--- config.mk ---
export PLATFORM = sky130hd
export DESIGN_NAME = pedal_sensor_plausibility_check_flat
export DESIGN_NICKNAME = d
export VERILOG_FILES = /design/src/rtl/core/pspc_pkg.sv /design/src/rtl/core/pspc_in_if.sv /design/src/rtl/core/pspc_out_if.sv /design/src/rtl/core/pspc_cfg_if.sv /design/src/rtl/core/pedal_sensor_plausibility_check.sv /design/src/flat_wrapper.sv
export SDC_FILE = /design/constraint.sdc
export NUM_CORES = 2
export LEC_CHECK = 0
export CAP_MARGIN = 20
export CORE_ASPECT_RATIO = 1.75
export CORE_MARGIN = 2
export CORE_UTILIZATION = 48
export CTS_CLUSTER_SIZE = 20
export DETAILED_ROUTE_END_ITERATION = 6
export DONT_BUFFER_PORTS = 1
export SLEW_MARGIN = 20
export SYNTH_ARGS = -nofsm -noshare
export SYNTH_HDL_FRONTEND = slang
export SYNTH_SLANG_ARGS = --single-unit
--- constraint.sdc ---
create_clock -name clk -period 17.4 [get_ports clk]
set_input_delay 3.48 -clock clk [delete_from_list [all_inputs] [get_ports clk]]
set_output_delay 3.48 -clock clk [all_outputs]
set_load 0.01 [all_outputs]
--- src/rtl/core/pspc_pkg.sv ---
// shared widths, reset values, ratio constants and codes of the pedal sensor plausibility check
package pspc_pkg;

	// field widths
	localparam int COUNT_BITS     = 16;
	localparam int POSITION_MAX   = 1023;
	localparam int POS_BITS       = $clog2(POSITION_MAX + 1);
	localparam int FS_BITS        = 16;
	localparam int TICK_BITS      = 32;
	localparam int CFG_DATA_BITS  = 32;
	localparam int CFG_INDEX_BITS = 2;
	localparam int FAULT_BITS     = 3;
	localparam int VAL_BITS       = (COUNT_BITS > FS_BITS) ? COUNT_BITS : FS_BITS;

	// register reset values
	localparam logic [FS_BITS-1:0]   PRIMARY_FS_RESET       = FS_BITS'(1400);
	localparam logic [FS_BITS-1:0]   SECONDARY_FS_RESET     = FS_BITS'(1950);
	localparam logic [TICK_BITS-1:0] FAULT_TICK_LIMIT_RESET = TICK_BITS'(1000);
	localparam logic [TICK_BITS-1:0] STUCK_TICK_LIMIT_RESET = TICK_BITS'(10000);

	// ratios as exact cross-multiplication factors
	localparam int DZ_DEN     = 100; // deadzone 3 %
	localparam int DZ_NUM     = 3;
	localparam int SAT_P      = 5;   // saturation 80 %: p*5 > fs*4
	localparam int SAT_FS     = 4;
	localparam int RELEASE_P  = 25;  // release 4 %: p*25 < fs
	localparam int OVERLAP_P  = 4;   // brake overlap 25 %: p*4 > fs
	localparam int RECOVER_P  = 20;  // recovery 5 %: p*20 < fs
	localparam int DIFFER_MAG = 10;  // sensor difference 10 %

	typedef enum logic [FAULT_BITS-1:0] {
		FAULT_NONE,
		FAULT_OPEN_SHORT,
		FAULT_DIFFER,
		FAULT_OVERLAP,
		FAULT_STUCK
	} fault_code_t;

	typedef enum logic [CFG_INDEX_BITS-1:0] {
		CFG_PRIMARY_FS,
		CFG_SECONDARY_FS,
		CFG_FAULT_LIMIT,
		CFG_STUCK_LIMIT
	} cfg_index_t;

endpackage

--- src/rtl/core/pspc_in_if.sv ---
// sample channel: one sensor reading word with valid/ready
interface pspc_in_if;
	import pspc_pkg::*;

	logic                  valid;
	logic                  ready;
	logic                  loop_mode;
	logic [COUNT_BITS-1:0] primary_count;
	logic [COUNT_BITS-1:0] secondary_count;
	logic                  brake_pressed;
	logic                  primary_alarm;
	logic                  secondary_alarm;

	modport source (
		output valid, loop_mode, primary_count, secondary_count,
		output brake_pressed, primary_alarm, secondary_alarm,
		input  ready
	);

	modport sink (
		input  valid, loop_mode, primary_count, secondary_count,
		input  brake_pressed, primary_alarm, secondary_alarm,
		output ready
	);
endinterface

--- src/rtl/core/pspc_out_if.sv ---
// result channel: pedal position and fault code word with valid/ready
interface pspc_out_if;
	import pspc_pkg::*;

	logic                  valid;
	logic                  ready;
	logic [POS_BITS-1:0]   pedal_position;
	logic [FAULT_BITS-1:0] fault_code;

	modport source (output valid, pedal_position, fault_code, input ready);
	modport sink (input valid, pedal_position, fault_code, output ready);
endinterface

--- src/rtl/core/pspc_cfg_if.sv ---
// configuration write channel: register index and data with valid/ready
interface pspc_cfg_if;
	import pspc_pkg::*;

	logic                     valid;
	logic                     ready;
	cfg_index_t               index;
	logic [CFG_DATA_BITS-1:0] data;

	modport source (output valid, index, data, input ready);
	modport sink (input valid, index, data, output ready);
endinterface

--- src/rtl/core/pedal_sensor_plausibility_check.sv ---
// accelerator pedal sensor plausibility check, bit-serial datapath and fault sequencer
//
//  channel  | dir | handshake     | word
//  ---------+-----+---------------+------------------------------------------------
//  sample   | in  | valid / ready | loop_mode, primary/secondary count, brake, alarms
//  result   | out | valid / ready | pedal_position, fault_code
//  cfg      | in  | valid / ready | index (0..3), data; ready is always high
//
// one word at a time: a new sample is taken only once the previous word has left the final step
// the cross product of the two sensor readings takes one full-scale bit per cycle,
// and the position divider one quotient bit per cycle
// reset loads the full-scale and tick-limit defaults, fault state normal, counter zero
// a finished word waits in the result register while the next sample is worked on;
// the last step holds only while that register is still full
module pedal_sensor_plausibility_check (
	input  logic                clk,
	input  logic                arst_n,
	pspc_in_if.sink             sample,
	pspc_out_if.source          result,
	pspc_cfg_if.sink            cfg
);
	import pspc_pkg::*;

	// datapath widths
	localparam int DZ_BITS       = VAL_BITS + 7;          // x*100
	localparam int CMP_BITS      = VAL_BITS + 5;          // x*25
	localparam int MAG_BITS      = VAL_BITS + FS_BITS;    // |p*fss - s*fsp|
	localparam int ACC_BITS      = MAG_BITS + 1;          // signed difference
	localparam int PROD_BITS     = 2 * FS_BITS;           // fsp*fss
	localparam int DIFF_CMP_BITS = MAG_BITS + 4;          // |diff|*10
	localparam int NUM_BITS      = FS_BITS + POS_BITS;    // p*POSITION_MAX
	localparam int SER_CYCLES    = (FS_BITS > POS_BITS) ? FS_BITS : POS_BITS;
	localparam int CNT_BITS      = $clog2(SER_CYCLES);

	localparam logic [POS_BITS-1:0] POS_FULL   = POS_BITS'(POSITION_MAX);
	localparam logic [NUM_BITS-1:0] POS_FULL_N = NUM_BITS'(POSITION_MAX);

	typedef enum logic [3:0] {
		S_IDLE,
		S_DZ_P,
		S_DZ_S,
		S_CMP_A,
		S_CMP_B,
		S_CMP_C,
		S_MUL,
		S_ABS,
		S_DIFF,
		S_DIV,
		S_CHK_ALARM,
		S_CHK_DIFF,
		S_CHK_BRAKE,
		S_CHK_STUCK,
		S_FINAL
	} fsm_t;

	// reading inside 3 % of full scale from zero or from wrap-around
	function automatic logic in_deadzone(input logic [COUNT_BITS-1:0] x,
			input logic [FS_BITS-1:0] fs);
		logic [COUNT_BITS-1:0] xn;
		logic [DZ_BITS-1:0]    lim;
		logic [DZ_BITS-1:0]    lo;
		logic [DZ_BITS-1:0]    hi;
		xn  = ~x;
		lim = DZ_BITS'(fs) * DZ_BITS'(DZ_NUM);
		lo  = DZ_BITS'(x) * DZ_BITS'(DZ_DEN);
		hi  = DZ_BITS'(xn) * DZ_BITS'(DZ_DEN);
		return (lo < lim) || (hi < lim);
	endfunction

	// control state
	fsm_t                  fsm_q;
	logic [CNT_BITS-1:0]   cnt_q;
	logic [FS_BITS-1:0]    primary_fs_q;
	logic [FS_BITS-1:0]    secondary_fs_q;
	logic [TICK_BITS-1:0]  fault_limit_q;
	logic [TICK_BITS-1:0]  stuck_limit_q;
	fault_code_t           fault_state_q;
	logic [TICK_BITS-1:0]  fault_ticks_q;
	logic                  flag_q;
	logic                  res_valid_q;
	logic [POS_BITS-1:0]   res_pos_q;
	fault_code_t           res_code_q;

	// per-word working registers
	logic                  loop_q;
	logic                  brake_q;
	logic                  alarm_q;
	logic                  skip_q;      // word arrived with state 2 latched
	logic                  gate_q;      // alarm and difference checks enabled
	logic [VAL_BITS-1:0]   p_q;
	logic [VAL_BITS-1:0]   s_q;
	logic [FS_BITS-1:0]    fsp_q;
	logic [FS_BITS-1:0]    fss_q;
	logic [TICK_BITS-1:0]  saved_q;
	logic                  range_bad_q;
	logic                  sat_q;
	logic                  low_q;
	logic                  over_q;
	logic                  recover_q;
	logic                  differ_q;
	logic [ACC_BITS-1:0]   acc_q;
	logic [PROD_BITS-1:0]  prod_q;
	logic [MAG_BITS-1:0]   mag_q;
	logic [FS_BITS-1:0]    mul_p_q;     // secondary full scale, msb first
	logic [FS_BITS-1:0]    mul_s_q;     // primary full scale, msb first
	logic [FS_BITS-1:0]    rem_q;
	logic [POS_BITS-1:0]   qn_q;        // numerator low bits in, quotient bits out
	logic [POS_BITS-1:0]   pos_q;

	// handshakes
	logic in_take;
	logic res_free;
	logic commit;

	assign sample.ready          = (fsm_q == S_IDLE);
	assign in_take               = sample.valid && sample.ready;
	assign res_free              = !res_valid_q || result.ready;
	assign commit                = (fsm_q == S_FINAL) && res_free;
	assign cfg.ready             = 1'b1;
	assign result.valid          = res_valid_q;
	assign result.pedal_position = res_pos_q;
	assign result.fault_code     = res_code_q;

	// secondary counts downward
	logic [COUNT_BITS-1:0] sec_inv;
	assign sec_inv = ~sample.secondary_count;

	// scaled numerator for the position divider
	logic [NUM_BITS-1:0] num_w;
	assign num_w = NUM_BITS'(p_q[FS_BITS-1:0]) * POS_FULL_N;

	// one step of the bit-serial cross multiplier
	logic [ACC_BITS-1:0]  mul_add;
	logic [ACC_BITS-1:0]  mul_sub;
	logic [ACC_BITS-1:0]  acc_next;
	logic [ACC_BITS-1:0]  acc_neg;
	logic [PROD_BITS-1:0] prod_next;

	assign mul_add   = mul_p_q[FS_BITS-1] ? ACC_BITS'(p_q) : '0;
	assign mul_sub   = mul_s_q[FS_BITS-1] ? ACC_BITS'(s_q) : '0;
	assign acc_next  = {acc_q[ACC_BITS-2:0], 1'b0} + mul_add - mul_sub;
	assign acc_neg   = '0 - acc_q;
	assign prod_next = {prod_q[PROD_BITS-2:0], 1'b0}
		+ (mul_p_q[FS_BITS-1] ? PROD_BITS'(fsp_q) : '0);

	// one step of the restoring divider
	logic [FS_BITS:0] div_t;
	logic [FS_BITS:0] div_sub;
	logic             div_ge;

	assign div_t   = {rem_q, qn_q[POS_BITS-1]};
	assign div_ge  = div_t >= {1'b0, fsp_q};
	assign div_sub = div_t - {1'b0, fsp_q};

	// fault checks, one per cycle
	logic                 stuck;
	logic                 chk_hit;
	logic                 chk_over;
	fault_code_t          chk_state;
	fsm_t                 chk_next;
	logic [TICK_BITS-1:0] ticks_inc;

	assign stuck     = !brake_q && !range_bad_q && sat_q;
	assign ticks_inc = (fault_ticks_q == '1) ? fault_ticks_q
		: fault_ticks_q + TICK_BITS'(1);
	assign chk_over  = (fsm_q == S_CHK_STUCK) ? (fault_ticks_q > stuck_limit_q)
		: (fault_ticks_q > fault_limit_q);

	always_comb begin
		chk_hit   = 1'b0;
		chk_state = FAULT_OVERLAP;
		chk_next  = S_FINAL;
		unique case (fsm_q)
			S_CHK_ALARM: begin
				chk_hit   = !skip_q && gate_q && alarm_q;
				chk_state = FAULT_DIFFER;
				chk_next  = S_CHK_DIFF;
			end
			S_CHK_DIFF: begin
				chk_hit  = !skip_q && gate_q && differ_q;
				chk_next = S_CHK_BRAKE;
			end
			S_CHK_BRAKE: begin
				chk_hit  = !skip_q && over_q && brake_q;
				chk_next = S_CHK_STUCK;
			end
			S_CHK_STUCK: begin
				chk_hit   = !skip_q && stuck;
				chk_state = FAULT_STUCK;
			end
			default: begin
				chk_hit = 1'b0;
			end
		endcase
	end

	// closing decision of a word
	fault_code_t          fin_state;
	logic [TICK_BITS-1:0] fin_ticks;
	logic [POS_BITS-1:0]  fin_pos;

	always_comb begin
		fin_state = fault_state_q;
		fin_ticks = fault_ticks_q;
		fin_pos   = pos_q;
		if (skip_q) begin
			// latched state 2: nothing moves
			fin_pos = '0;
		end else begin
			priority if (fault_state_q == FAULT_OVERLAP || fault_state_q == FAULT_STUCK) begin
				// sticky until the pedal is back under 5 %
				fin_pos = '0;
				if (recover_q) begin
					fin_state = FAULT_NONE;
					fin_ticks = '0;
				end
			end else if ((fault_state_q == FAULT_OPEN_SHORT
					|| fault_state_q == FAULT_DIFFER) && flag_q) begin
				fin_pos = '0;
			end else if (flag_q) begin
				fin_state = FAULT_NONE;
			end else begin
				fin_state = FAULT_NONE;
				fin_ticks = '0;
			end
		end
		// passive read leaves the counter as it was
		if (!loop_q) begin
			fin_ticks = saved_q;
		end
	end

	// sequencer, configuration, fault state and result register
	always_ff @(posedge clk or negedge arst_n) begin
		if (!arst_n) begin
			fsm_q          <= S_IDLE;
			cnt_q          <= '0;
			primary_fs_q   <= PRIMARY_FS_RESET;
			secondary_fs_q <= SECONDARY_FS_RESET;
			fault_limit_q  <= FAULT_TICK_LIMIT_RESET;
			stuck_limit_q  <= STUCK_TICK_LIMIT_RESET;
			fault_state_q  <= FAULT_NONE;
			fault_ticks_q  <= '0;
			flag_q         <= 1'b0;
			res_valid_q    <= 1'b0;
			res_pos_q      <= '0;
			res_code_q     <= FAULT_NONE;
		end else begin
			if (cfg.valid) begin
				unique case (cfg.index)
					CFG_PRIMARY_FS:   primary_fs_q   <= cfg.data[FS_BITS-1:0];
					CFG_SECONDARY_FS: secondary_fs_q <= cfg.data[FS_BITS-1:0];
					CFG_FAULT_LIMIT:  fault_limit_q  <= cfg.data[TICK_BITS-1:0];
					CFG_STUCK_LIMIT:  stuck_limit_q  <= cfg.data[TICK_BITS-1:0];
				endcase
			end

			if (commit) begin
				res_valid_q <= 1'b1;
				res_pos_q   <= fin_pos;
				res_code_q  <= fin_state;
			end else if (result.ready) begin
				res_valid_q <= 1'b0;
			end

			unique case (fsm_q)
				S_IDLE: begin
					if (sample.valid) begin
						flag_q <= 1'b0;
						fsm_q  <= S_DZ_P;
					end
				end
				S_DZ_P: fsm_q <= S_DZ_S;
				S_DZ_S: fsm_q <= S_CMP_A;
				S_CMP_A: begin
					cnt_q <= CNT_BITS'(FS_BITS - 1);
					fsm_q <= S_CMP_B;
				end
				S_CMP_B: fsm_q <= S_CMP_C;
				S_CMP_C: fsm_q <= S_MUL;
				S_MUL: begin
					if (cnt_q == '0) begin
						fsm_q <= S_ABS;
					end else begin
						cnt_q <= cnt_q - CNT_BITS'(1);
					end
				end
				S_ABS: fsm_q <= S_DIFF;
				S_DIFF: begin
					cnt_q <= CNT_BITS'(POS_BITS - 1);
					fsm_q <= S_DIV;
				end
				S_DIV: begin
					if (cnt_q == '0) begin
						fsm_q <= S_CHK_ALARM;
					end else begin
						cnt_q <= cnt_q - CNT_BITS'(1);
					end
				end
				S_CHK_ALARM, S_CHK_DIFF, S_CHK_BRAKE, S_CHK_STUCK: begin
					// each check tests the counter as the previous one left it
					if (chk_hit) begin
						if (chk_over) begin
							fault_state_q <= chk_state;
						end
						fault_ticks_q <= ticks_inc;
						flag_q        <= 1'b1;
					end
					fsm_q <= chk_next;
				end
				S_FINAL: begin
					if (res_free) begin
						fault_state_q <= fin_state;
						fault_ticks_q <= fin_ticks;
						fsm_q         <= S_IDLE;
					end
				end
				default: fsm_q <= S_IDLE;
			endcase
		end
	end

	// bit-serial datapath
	always_ff @(posedge clk) begin
		unique case (fsm_q)
			S_IDLE: begin
				if (in_take) begin
					loop_q  <= sample.loop_mode;
					brake_q <= sample.brake_pressed;
					alarm_q <= sample.primary_alarm || sample.secondary_alarm;
					p_q     <= VAL_BITS'(sample.primary_count);
					s_q     <= VAL_BITS'(sec_inv);
					// a zero full scale counts as one
					fsp_q   <= (primary_fs_q == '0) ? FS_BITS'(1) : primary_fs_q;
					fss_q   <= (secondary_fs_q == '0) ? FS_BITS'(1) : secondary_fs_q;
					saved_q <= fault_ticks_q;
					skip_q  <= (fault_state_q == FAULT_DIFFER);
					gate_q  <= !(fault_state_q == FAULT_OVERLAP
						|| fault_state_q == FAULT_STUCK);
				end
			end
			S_DZ_P: begin
				if (in_deadzone(p_q[COUNT_BITS-1:0], fsp_q)) begin
					p_q <= '0;
				end
			end
			S_DZ_S: begin
				if (in_deadzone(s_q[COUNT_BITS-1:0], fss_q)) begin
					s_q <= '0;
				end
			end
			S_CMP_A: begin
				range_bad_q <= (p_q > VAL_BITS'(fsp_q)) || (s_q > VAL_BITS'(fss_q));
				rem_q       <= num_w[NUM_BITS-1:POS_BITS];
				qn_q        <= num_w[POS_BITS-1:0];
				acc_q       <= '0;
				prod_q      <= '0;
				mul_p_q     <= fss_q;
				mul_s_q     <= fsp_q;
			end
			S_CMP_B: begin
				sat_q <= CMP_BITS'(p_q) * CMP_BITS'(SAT_P)
					> CMP_BITS'(fsp_q) * CMP_BITS'(SAT_FS);
				low_q <= CMP_BITS'(p_q) * CMP_BITS'(RELEASE_P) < CMP_BITS'(fsp_q);
			end
			S_CMP_C: begin
				over_q    <= CMP_BITS'(p_q) * CMP_BITS'(OVERLAP_P) > CMP_BITS'(fsp_q);
				recover_q <= CMP_BITS'(p_q) * CMP_BITS'(RECOVER_P) < CMP_BITS'(fsp_q);
			end
			S_MUL: begin
				// p*fss - s*fsp and fsp*fss, one full-scale bit per cycle
				acc_q   <= acc_next;
				prod_q  <= prod_next;
				mul_p_q <= {mul_p_q[FS_BITS-2:0], 1'b0};
				mul_s_q <= {mul_s_q[FS_BITS-2:0], 1'b0};
			end
			S_ABS: begin
				mag_q <= acc_q[ACC_BITS-1] ? acc_neg[MAG_BITS-1:0] : acc_q[MAG_BITS-1:0];
			end
			S_DIFF: begin
				differ_q <= DIFF_CMP_BITS'(mag_q) * DIFF_CMP_BITS'(DIFFER_MAG)
					> DIFF_CMP_BITS'(prod_q);
			end
			S_DIV: begin
				rem_q <= div_ge ? div_sub[FS_BITS-1:0] : div_t[FS_BITS-1:0];
				qn_q  <= {qn_q[POS_BITS-2:0], div_ge};
			end
			S_CHK_ALARM: begin
				priority if (brake_q || range_bad_q) begin
					pos_q <= '0;
				end else if (sat_q) begin
					pos_q <= POS_FULL;
				end else if (low_q) begin
					pos_q <= '0;
				end else begin
					pos_q <= qn_q;
				end
			end
			default: begin
				pos_q <= pos_q;
			end
		endcase
	end

	// open/short state is never entered
	a_no_open_short: assert property (@(posedge clk) disable iff (!arst_n)
		fault_state_q != FAULT_OPEN_SHORT)
		else $error("fault state 1 entered");

	// state 2 left at the end of a word latches until reset
	a_state2_latch: assert property (@(posedge clk) disable iff (!arst_n)
		fsm_q == S_IDLE && fault_state_q == FAULT_DIFFER |=> fault_state_q == FAULT_DIFFER)
		else $error("latched fault state 2 left without reset");

	// a nonzero position is only reported with no fault
	a_pos_needs_normal: assert property (@(posedge clk) disable iff (!arst_n)
		res_valid_q && res_pos_q != '0 |-> res_code_q == FAULT_NONE)
		else $error("pedal position reported while a fault is active");

	// passive read restores the counter
	a_passive_restore: assert property (@(posedge clk) disable iff (!arst_n)
		commit && !loop_q |=> fault_ticks_q == $past(saved_q))
		else $error("passive read changed the fault counter");

endmodule

--- src/flat_wrapper.sv ---
// flat-port wrapper written by rule: the top's interface ports become plain ports
module pedal_sensor_plausibility_check_flat import pspc_pkg::*;
  (clk, arst_n, sample_valid, sample_loop_mode, sample_primary_count, sample_secondary_count, sample_brake_pressed, sample_primary_alarm, sample_secondary_alarm, sample_ready, result_valid, result_pedal_position, result_fault_code, result_ready, cfg_valid, cfg_index, cfg_data, cfg_ready);
  pspc_in_if sample_i ();
  pspc_out_if result_i ();
  pspc_cfg_if cfg_i ();
  input  logic clk;
  input  logic arst_n;
  input wire logic [$bits(sample_i.valid)-1:0] sample_valid;
  input wire logic [$bits(sample_i.loop_mode)-1:0] sample_loop_mode;
  input wire logic [$bits(sample_i.primary_count)-1:0] sample_primary_count;
  input wire logic [$bits(sample_i.secondary_count)-1:0] sample_secondary_count;
  input wire logic [$bits(sample_i.brake_pressed)-1:0] sample_brake_pressed;
  input wire logic [$bits(sample_i.primary_alarm)-1:0] sample_primary_alarm;
  input wire logic [$bits(sample_i.secondary_alarm)-1:0] sample_secondary_alarm;
  output wire logic [$bits(sample_i.ready)-1:0] sample_ready;
  output wire logic [$bits(result_i.valid)-1:0] result_valid;
  output wire logic [$bits(result_i.pedal_position)-1:0] result_pedal_position;
  output wire logic [$bits(result_i.fault_code)-1:0] result_fault_code;
  input wire logic [$bits(result_i.ready)-1:0] result_ready;
  input wire logic [$bits(cfg_i.valid)-1:0] cfg_valid;
  input wire logic [$bits(cfg_i.index)-1:0] cfg_index;
  input wire logic [$bits(cfg_i.data)-1:0] cfg_data;
  output wire logic [$bits(cfg_i.ready)-1:0] cfg_ready;
  assign sample_i.valid = sample_valid;
  assign sample_i.loop_mode = sample_loop_mode;
  assign sample_i.primary_count = sample_primary_count;
  assign sample_i.secondary_count = sample_secondary_count;
  assign sample_i.brake_pressed = sample_brake_pressed;
  assign sample_i.primary_alarm = sample_primary_alarm;
  assign sample_i.secondary_alarm = sample_secondary_alarm;
  assign sample_ready = sample_i.ready;
  assign result_valid = result_i.valid;
  assign result_pedal_position = result_i.pedal_position;
  assign result_fault_code = result_i.fault_code;
  assign result_i.ready = result_ready;
  assign cfg_i.valid = cfg_valid;
  assign cfg_i.index = cfg_index;
  assign cfg_i.data = cfg_data;
  assign cfg_ready = cfg_i.ready;
  pedal_sensor_plausibility_check u_core (.clk(clk), .arst_n(arst_n), .sample(sample_i), .result(result_i), .cfg(cfg_i));
endmodule
# Yosys cells after proc, flatten, opt, wreduce, memory -nomap -nowiden
# Cells that the tools add are included.
dict set report classes {
  mul 11
  add_sub_neg 7
  mux 56
  order_cmp 14
  n_bitwise 3
  reduce_logical 51
  eq_ne 37
}
# operator count
set op_table {}
lappend op_table {{32-bit 2-to-1 mux} 10}
lappend op_table {{16-bit case mux with 2 select lines} 5}
lappend op_table {{16-bit 2-to-1 mux} 8}
lappend op_table {{32-bit case mux with 2 select lines} 2}
lappend op_table {{16-bit by 5-bit multiplier with 21-bit output, second input constant} 5}
lappend op_table {{23-bit by 18-bit less-than comparator with 1-bit output} 4}
lappend op_table {{33-bit case mux with 2 select lines} 1}
lappend op_table {{32-bit greater-than comparator} 2}
lappend op_table {{10-bit 2-to-1 mux} 5}
lappend op_table {{16-bit NOT} 3}
lappend op_table {{4-bit case mux with 12 select lines} 1}
lappend op_table {{21-bit by 16-bit less-than comparator with 1-bit output} 2}
lappend op_table {{16-bit by 3-bit multiplier with 19-bit output, second input constant} 2}
lappend op_table {{36-bit by 32-bit greater-than comparator with 1-bit output} 1}
lappend op_table {{16-bit by 2-bit multiplier with 18-bit output, second input constant} 2}
lappend op_table {{32-bit by 3-bit multiplier with 35-bit output, second input constant} 1}
lappend op_table {{33-bit adder} 1}
lappend op_table {{33-bit subtractor} 1}
lappend op_table {{32-bit by 1-bit adder with 32-bit output, second input constant} 1}
lappend op_table {{32-bit adder} 1}
lappend op_table {{32-bit equality test, second input constant} 1}
lappend op_table {{16-bit greater-than comparator} 2}
lappend op_table {{16-bit zero test} 2}
lappend op_table {{1-bit by 32-bit subtractor with 32-bit output, first input constant} 1}
lappend op_table {{41 further kinds} 115}
dict set report word_totals {
  reg_bits 426
  in_bits 75
  output_inout_bits 16
}

# Logic depth before layout (Yosys ltp)
dict set report depth {
  depth_word 9
  depth_mapped 22
}

# Least setup slack after synthesis
# Ideal clock, no wire load.
dict set report synth_path {
  path_kind {input to register}
  start {input sample_valid}
  end {register u_core.p_q[0] (enable)}
  setup_ns 0.376
  path_slack_ns 5.937
  arrival_time_ns 11.087
  t_required_ns 17.024
  path_stages 3
  path_cell_list {nor2_1 nor4_1 nand3b_1}
}
dict set report synth_between {
  elab_chain_len 3
}
# item line_no
set synth_rtl {}
lappend synth_rtl {{start: declaration} flat_wrapper.sv:9} ;# input wire logic [$bits(sample_i.valid)-1:0] sample_valid;
lappend synth_rtl {{1-bit logical AND} pedal_sensor_plausibility_check.sv:116} ;# assign in_take = sample.valid && sample.ready;
lappend synth_rtl {{2-bit != test (no source line)} --}
lappend synth_rtl {{3-bit AND reduction (no source line)} --}
lappend synth_rtl {{end signal: assignment} pedal_sensor_plausibility_check.sv:331} ;# p_q <= VAL_BITS'(sample.primary_count);
lappend synth_rtl {{end: declaration} pedal_sensor_plausibility_check.sv:90} ;# logic [VAL_BITS-1:0] p_q;
# No other way between the ends.
# A chain may end at the register's enable or synchronous reset.

# Worst setup path in the final report
dict set report layout_path {
  start {register u_core.p_q[0]}
  end {register u_core.p_q[5] (enable)}
}
dict set report layout_between {
  elab_chain_len 6
}
# item line_no
set layout_rtl {}
lappend layout_rtl {{16-bit NOT} pedal_sensor_plausibility_check.sv:63} ;# xn = ~x;
lappend layout_rtl {{16-bit by 5-bit multiplier with 21-bit output} pedal_sensor_plausibility_check.sv:66} ;# hi = DZ_BITS'(xn) * DZ_BITS'(DZ_DEN);
lappend layout_rtl {{23-bit by 18-bit less-than comparator with 1-bit output} pedal_sensor_plausibility_check.sv:67} ;# return (lo < lim) || (hi < lim);
lappend layout_rtl {{1-bit logical OR (*)} pedal_sensor_plausibility_check.sv:67}
lappend layout_rtl {{2-bit by 1-bit != test with 1-bit output (no source line) (*)} --}
lappend layout_rtl {{3-bit AND reduction (no source line) (*)} --}
# Every way passes the cells marked *; elsewhere a longest branch is shown, timed or not.

==> impl_metrics.json <==
{
  "crit_fanout": 16,
  "synth.avg_cell_area_sq_um": 9.622,
  "synthDistinctLibCells": 88,
  "synth_area_sq_um": 40780,
  "syn_inst": 4238,
  "yosysSeqAreaShare_pct": 29.56,
  "required_ps": 17510,
  "cts_root_buf": "clkbuf_16",
  "ys_top_cells_by_count": "717 x ha_1, 558 x inv_1, 283 x a21oi_1",
  "yosysMostFrequentCell": "ha_1",
  "worstSetupPathType": "flop to flop",
  "hold_violations": 0,
  "critPathSlowestCell": "edfxtp_1",
  "synth_edf_count": 272,
  "core_area_sq_um": 84330,
  "cts_setup_buffers": 0,
  "drc_errors": 0,
  "cts.sinks": 426,
  "syn_nets": 5178,
  "start_util_pct": 48.36,
  "dp_hpwl_microns": 85500,
  "drv_cap": 0,
  "io_buffers": 0,
  "die-height_microns": 389.6,
  "path_common_cell": "ha_1",
  "utilization_pct": 51.58,
  "grt.overflow.total": 0,
  "clk_latency_ps": 630,
  "clkTransAtPathRegs_ps": 60,
  "via_count": 30720,
  "cts_hold_buf": 0,
  "worstMarginPinSlew_ps": 1046,
  "n_antenna_cell": 0,
  "drtPass1Iterations": 5,
  "arrival_ps": 6560,
  "antenna_found_initial": 1,
  "vias_per_cell": 5.772,
  "fin_crit_ps": 6451,
  "outcome": "finished clean",
  "maxSlewHeadroom_pct": 30.00,
  "hold_class": "flop to flop",
  "crit_path_end_kind": "flop",
  "setup_violations": 0,
  "synth.ff_latch_count": 426,
  "drtIter0Drc": 1527,
  "synth.largest_area_cell": "ha_1",
  "final_layout_size_suffix_gt1_share_pct": 6.447,
  "h-tree-depth": 2,
  "grt_max_degree": 155,
  "yosys_warnings": 0,
  "wl_microns": 108100,
  "cts_tree": "yes",
  "ys.flop_type": "edfxtp_1",
  "routabilityCongestion": 0.9021,
  "grt_util_all_layers_pct": 25.05,
  "yosysTopAreaCellShare_pct": 22.00,
  "fmax_ghz": 0.1550,
  "ios": 91,
  "place_inst": 5238,
  "slew_viol_final": 0,
  "finalCritPeriodShare_pct": 37.08,
  "cp_cell_sequence": "inv_1 > ha_1 > ha_1 > inv_1 > ha_1 > fa_1 > a211oi_1 > nor2_1 > or2_2 > a31oi_1 > xnor2_1 > ha_1 > nand4_1 > nor3_1 > o211ai_1 > and3_1 > o211ai_1 > nand3b_1",
  "fillCellCount": 7942,
  "grt_pass1_wl_microns": 171700,
  "dieArea_sq_um": 87390,
  "ant_nets": 0,
  "syn_to_final_growth_pct": 6.677,
  "ys_top_cells_by_area": "ha_1 22%, edfxtp_1 20%, dfrtp_1 7.9%",
  "critPathLaunchType": "flop",
  "numCtsBuffers": 45,
  "skew_ps": 32.03,
  "wl_per_cell_microns": 20.32,
  "fin_cells": 5322,
  "slowest_delay_ps": 710,
  "num_rows": 141,
  "die_w_microns": 224.3,
  "cts-resized-gates": 0,
  "rsz0062_at_grt": "no",
  "async_flop_share_pct": 36.15,
  "clock_tree.buffer_depth": 3,
  "grt_pass1_vias": 31740,
  "nets": 5153,
  "fin_setup_tns_ps": 0
}
final timing paths:
| check | from | endpoint | slack (ps) | depth (start not counted) |
|---|---|---|---|---|
| min in group asynchronous | arst_n | u_core.fault_limit_q[24] | 2560 | 0 |
| worst min register to register | u_core.secondary_fs_q[13] | u_core.fss_q[13] | 480 | 0 |
| max in group asynchronous | arst_n | u_core.secondary_fs_q[4] | 14590 | 0 |
| worst max-delay path | u_core.p_q[0] | u_core.p_q[5] | 10950 | 18 |
| worst min-delay path | u_core.secondary_fs_q[13] | u_core.fss_q[13] | 480 | 0 |
| worst max register to register | u_core.p_q[0] | u_core.p_q[5] | 10950 | 18 |
critical path, delay by kind of cell, from the launching register on:
family          cells  cell delay (ps)
xor+xnor            1              230
compound gates      4              940
flops               1              710
simple gates        6             1730
buf+inv             2              350
fa+ha+maj           5             1950
area by class of cell:
class                      instances  area (sq um)  share of cell area [%]
inverter                         558          2095                   4.815
tap                             1072          1341                   3.083
timing repair buffer              28         210.2                  0.4832
sequential                       426         12050                   27.71
multi-input combinational       3154         26310                   60.47
clock buffer                      55          1194                   2.744
clock inverter                    29         302.8                  0.6961
per-layer routing:
metal  vias to the layer above  global-route usage, %  share of wire (%)
li1                      14980                      -                  -
met1                     14990                  27.27                 38
met2                       544                  48.51                 54
met3                       209                  2.347                3.0
met4                         2                  11.04                5.0
met5                         -                      0              0.012
logic make-up after synthesis:
group                    synth area share [%]
other                                0.009196
AO/OA/AOI/OAI                           15.53
buffers and inverters                   6.137
flip-flops                              29.56
multiplexers                            3.133
adder cells (fa/ha/maj)                 29.27
XOR/XNOR                                4.725
AND/OR/NAND/NOR                         11.64
stage by stage:
| step | setup WS (ps) | instance area (sq um) | hold slack (ps) |
|---|---|---|---|
| floorplan | 5937 | 40780 | 442.8 |
| finish | 10950 | 43500 | 477.5 |
| CTS | 10870 | 43490 | 475.8 |
| global route | 10550 | 43500 | 498.2 |
| detailed placement | 10900 | 42000 | 458.7 |
| global placement | 10950 | 42000 | 451.7 |
cell usage in the layout, fill, tap and decap left out, types with 129 or more instances in the layout:
master	n
ha_1	717
inv_1	558
a21oi_1	283
edfxtp_1	272
nor2_1	258
o21ai_0	231
nand2_1	205
xnor2_1	160
fa_1	148
dfrtp_1	129
registers in the layout, indices dropped and copies added, names as in the netlist, 4 cells and up:
signal and count:
u_core.qn_q 10, u_core.fault_limit_q 32, u_core.p_q 16, u_core.stuck_limit_q 32, u_core.result.pedal_position 10, u_core.fault_ticks_q 32
u_core.cnt_q 4, u_core.s_q 16, u_core.fsm_q 4, u_core.acc_q 33, u_core.secondary_fs_q 16, u_core.fss_q 16
u_core.rem_q 16, u_core.pos_q 10, u_core.fsp_q 16, u_core.saved_q 32, u_core.mag_q 32, u_core.mul_p_q 16
u_core.prod_q 32, u_core.mul_s_q 16, u_core.primary_fs_q 16
Power is left out: the tool's default activity adds up to more than one toggle a clock period on the data nets, which glitch-free logic cannot reach.
